### config.mk
export PLATFORM = sky130hd
export DESIGN_NAME = ddl_tick
export DESIGN_NICKNAME = d
export VERILOG_FILES = /design/src/rtl/ddl_pkg.sv /design/src/rtl/ddl_tick.sv
export SDC_FILE = /design/constraint.sdc
export NUM_CORES = 1
export LEC_CHECK = 0
export BUFFER_PORTS_ARGS = -buffer_cell sky130_fd_sc_hd__buf_4
export CAP_MARGIN = 20
export CORE_ASPECT_RATIO = 0.9
export CORE_UTILIZATION = 30
export DETAILED_ROUTE_END_ITERATION = 12
export PLACE_DENSITY = 0.73
export SYNTH_ARGS = -nofsm -noshare
export SYNTH_HDL_FRONTEND = slang
export SYNTH_SLANG_ARGS = --single-unit
export TNS_END_PERCENT = 50
### constraint.sdc
create_clock -name vclk -period 3.8
set_clock_uncertainty 0.2 [all_clocks]
set_input_delay 0.76 -clock vclk [all_inputs]
set_output_delay 0.76 -clock vclk [all_outputs]
set_load 0.1 [all_outputs]
### src/rtl/ddl_pkg.sv
// Shared constants and types for the decimating depth logger.
`timescale 1ns / 1ps

package ddl_pkg;

  // Default trace buffer depth
  localparam int SAMPLE_SLOTS_DEF = 256;

  // Field widths fixed by the item layout
  localparam int DEPTH_W    = 16;
  localparam int DTIME_W    = 16;
  localparam int RIDX_W     = 8;
  localparam int INTERVAL_W = 8;
  localparam int SECS_W     = 8;
  localparam int COUNT_W    = 9;

  // Reset and limit values
  localparam logic [7:0]         START_DELAY_RST = 8'd5;
  localparam logic [INTERVAL_W-1:0] INTERVAL_RST = 8'd2;
  localparam logic [INTERVAL_W-1:0] INTERVAL_LIMIT = 8'd127;
  localparam logic [DEPTH_W-1:0] FILL_VALUE      = 16'hFFFF;

  // Logging phase codes
  localparam logic [1:0] PH_IDLE      = 2'd0;
  localparam logic [1:0] PH_STARTED   = 2'd1;
  localparam logic [1:0] PH_CONFIRMED = 2'd3;

  // Item kinds carried in tuser
  localparam logic OP_TICK = 1'b0;
  localparam logic OP_READ = 1'b1;

  // Buffer work requested by one tick
  localparam logic [1:0] JOB_NONE     = 2'd0;
  localparam logic [1:0] JOB_STORE    = 2'd1;
  localparam logic [1:0] JOB_COMPRESS = 2'd2;
  localparam logic [1:0] JOB_CLEAR    = 2'd3;

  // Scalar logging state
  typedef struct packed {
    logic [1:0]            phase;
    logic [INTERVAL_W-1:0] interval;
    logic [SECS_W-1:0]     sec_count;
  } scal_t;

endpackage

### src/rtl/ddl_tick.sv
// Next-state decision for one second tick of the depth logger.
`timescale 1ns / 1ps

module ddl_tick #(
  parameter int SAMPLE_SLOTS = ddl_pkg::SAMPLE_SLOTS_DEF,
  parameter int PW           = $clog2(SAMPLE_SLOTS + 1)
) (
  input  logic                       dive_active,
  input  logic [ddl_pkg::DTIME_W-1:0] dive_time_s,
  input  logic [7:0]                 start_delay_s,
  input  ddl_pkg::scal_t             cur,
  input  logic [PW-1:0]              wptr,
  output ddl_pkg::scal_t             nxt,
  output logic [PW-1:0]              wptr_nxt,
  output logic [1:0]                 job
);
  import ddl_pkg::*;

  localparam int HALF = SAMPLE_SLOTS / 2;

  logic [SECS_W-1:0] sc_inc;

  assign sc_inc = cur.sec_count + 8'd1;

  // Work out the phase, interval, counters and buffer job for this tick
  always_comb begin
    nxt           = cur;
    nxt.sec_count = sc_inc;
    wptr_nxt      = wptr;
    job           = JOB_NONE;
    if (cur.phase == PH_IDLE) begin
      // the buffer is already all zero whenever the logger is idle
      if (dive_active && (dive_time_s >= {8'd0, start_delay_s})) begin
        nxt.sec_count = '0;
        nxt.interval  = INTERVAL_RST;
        nxt.phase     = PH_STARTED;
        wptr_nxt      = PW'(1);
      end
    end else if (dive_active) begin
      nxt.phase = PH_CONFIRMED;
      if (sc_inc >= cur.interval) begin
        nxt.sec_count = '0;
        if ((wptr >= PW'(SAMPLE_SLOTS)) && (cur.interval < INTERVAL_LIMIT)) begin
          nxt.interval = {cur.interval[INTERVAL_W-2:0], 1'b0};
          wptr_nxt     = PW'(HALF + 1);
          job          = JOB_COMPRESS;
        end else if (wptr < PW'(SAMPLE_SLOTS)) begin
          wptr_nxt = wptr + PW'(1);
          job      = JOB_STORE;
        end
      end
    end else if (cur.phase == PH_CONFIRMED) begin
      nxt.phase = PH_IDLE;
      job       = JOB_CLEAR;
    end
  end

endmodule

==> results.yml <==
detailed_routing:
  wl_um: 4849
  drt_first_iter_violations: 59
  drc_errors: 0
  wl_per_cell_um: 15.15
  via_count: 1661
  dr.pass1.iters: 4
  ant_nets: 0
  via_per_inst: 5.191
sta:
  fmax_ghz: 0.2489
  finalCriticalPeriod_ps: 4017
  rsz0062_at_grt: "yes"
  hold_viol: 0
  slew_headroom_pct: 54.65
  finalCritPeriodShare_pct: 105.7
  setup_viol: 27
  worstMarginPinSlew_ps: 675.0
  slew_violations: 0
  fin_ws_ps: -216.9
global_routing:
  grt_max_degree: 13
  grt_overflow: 0
  grt_pass1_wl_um: 7334
  antenna_found_initial: 0
  grt_pass1_vias: 1620
  grt_usage_pct: 23.61
worst_setup_path:
  cp.arrival_ps: 3060
  crit_type: "in2out"
  worstPathRequired_ps: 2840
  worstPathMaxFanout: 8
  start_kind: "input port"
  cp-end-kind: "output pin"
floorplan:
  die_area_sq_um: 4011
  rows: 20
  core_area_sq_um: 3478
  die_h_um: 60.19
  ios: 81
  fp.dieW_um: 66.65
  start_util_pct: 32.45
synthesis:
  synth_xor_area_share_pct: 4.656
  synth_warnings: 0
  syn_nets: 246
  ys_seq_area_share_pct: 0
  yosysUniqueCellTypes: 43
  synth_top_family_by_area: "simple AND/OR/NAND/NOR gates"
  syn_area_per_cell_sq_um: 6.449
  synth_area_sq_um: 1129
  synth-compound-area-share_pct: 30.38
  synth-simple-area-share_pct: 34.92
  synthCells: 175
  synth-adder-area-share_pct: 21.06
  synth_mux_area_share_pct: 0.9978
final_layout:
  layout.nets: 349
  drive_gt1_share_pct: 61.23
  nClkBuffers: 0
  final_common_cell: "buf_4"
  layout_common_cells: "buf_4, buf_12, nand2_1"
  syn_to_final_growth_pct: 145.8
  seq_cell_count: 0
  multi_input_area_sq_um: 1460
  area.sequential_sq_um: 0
  n_fill_cell: 227
  final_util_pct: 79.75
  diodes: 0
power:
  powerDensity_nw_per_um2: 216.7
  worst_ir_drop_vdd_v: 0.0001573
  p_total_mw: 0.6011
  power.leakage_nw: 1.295
placement:
  dp_hpwl_um: 3255
  gp_congestion: 0.8352
  portBuffers: 81
  dpl_worst_slack_ps: -320.4
job:
  drv_cap: 0
run_status:
  status: "finished with violations"
  violations: "setup timing"
min_path:
  min_path_type: "in2out"
[logic make-up (layout without fill, tap and decap cells)]
| logic type | count (synthesis) | after routing |
|---|---|---|
| and+or+nand+nor | 82 | 82 |
| AOI/OAI and AO/OA | 45 | 45 |
| buffers and inverters | 22 | 123 |
| adders and majority gates | 19 | 19 |
| xor gates and xnor gates | 6 | 6 |
| muxes | 1 | 1 |
[power breakdown]
part,switching [mW],internal (mW)
clock,0,0
sequential,0,0
combinational,0.362,0.239
total,0.362,0.239
[Yosys cell counts (2+ instances only)]
| master | n | share of area [%] |
|---|---|---|
| o41ai_2 | 2 | 2.9 |
| and3_1 | 6 | 3.3 |
| ha_1 | 19 | 21 |
| xnor2_1 | 3 | 2.3 |
| xor2_1 | 3 | 2.3 |
| o21ai_0 | 11 | 4.9 |
| or2_2 | 2 | 1.1 |
| a21o_1 | 3 | 2.0 |
| a21oi_1 | 7 | 3.1 |
| nand2_1 | 29 | 9.6 |
| nand3_1 | 10 | 4.4 |
| nor2_1 | 14 | 4.7 |
| o21bai_1 | 2 | 1.3 |
| nor3_1 | 4 | 1.8 |
| a31oi_1 | 4 | 2.2 |
| nor2b_1 | 9 | 5.0 |
| inv_1 | 20 | 6.7 |
| o211ai_1 | 2 | 1.3 |
[final cells by class]
class	instances	area share, %
multi-input combinational	153	52.64
timing repair buffer	103	42.58
inverter	20	2.797
tap	44	1.985
[final timing paths]
kind	cells after the start	end	from
worst max-delay path	13	wptr_nxt[0]	cur[1]
worst min-delay path	3	wptr_nxt[6]	wptr[6]
[critical path, cell delays in order]
cell	delay [ps]
buf_8	90
and3_4	190
nand3_4	90
xnor2_2	220
ha_1	290
a21oi_1	190
nor2_1	100
a21oi_4	270
a21oi_4	150
buf_4	180
and3_4	160
a31oi_4	170
buf_12	200
[per-stage QoR]
stage	std cells	hold slack (ps)	instance area (sq um)	setup TNS (ps)
2_1_floorplan	175	1422	1396	-3034
3_3_place_gp	312	1750	2187	-5525
3_5_place_dp	312	1749	2187	-6294
4_1_cts	317	1709	2659	-3480
5_1_grt	320	1718	2774	-6213
6_report	320	1708	2774	-3841
[metal layers]
layer	vias up	global-route usage, %	wire [um]
li1	825	-	-
met1	761	29.31	2014
met2	63	44.01	2482
met3	12	1.336	253
met4	0	5.775	99
met5	-	0	0
[repair_timing]
item	in CTS	in global routing
buffers inserted	5	3
gates resized for setup	101	15
endpoints found under the setup margin	27	27
pin swaps	18	15
hold buffers	0	0
(Power assumes the default switching activity.)
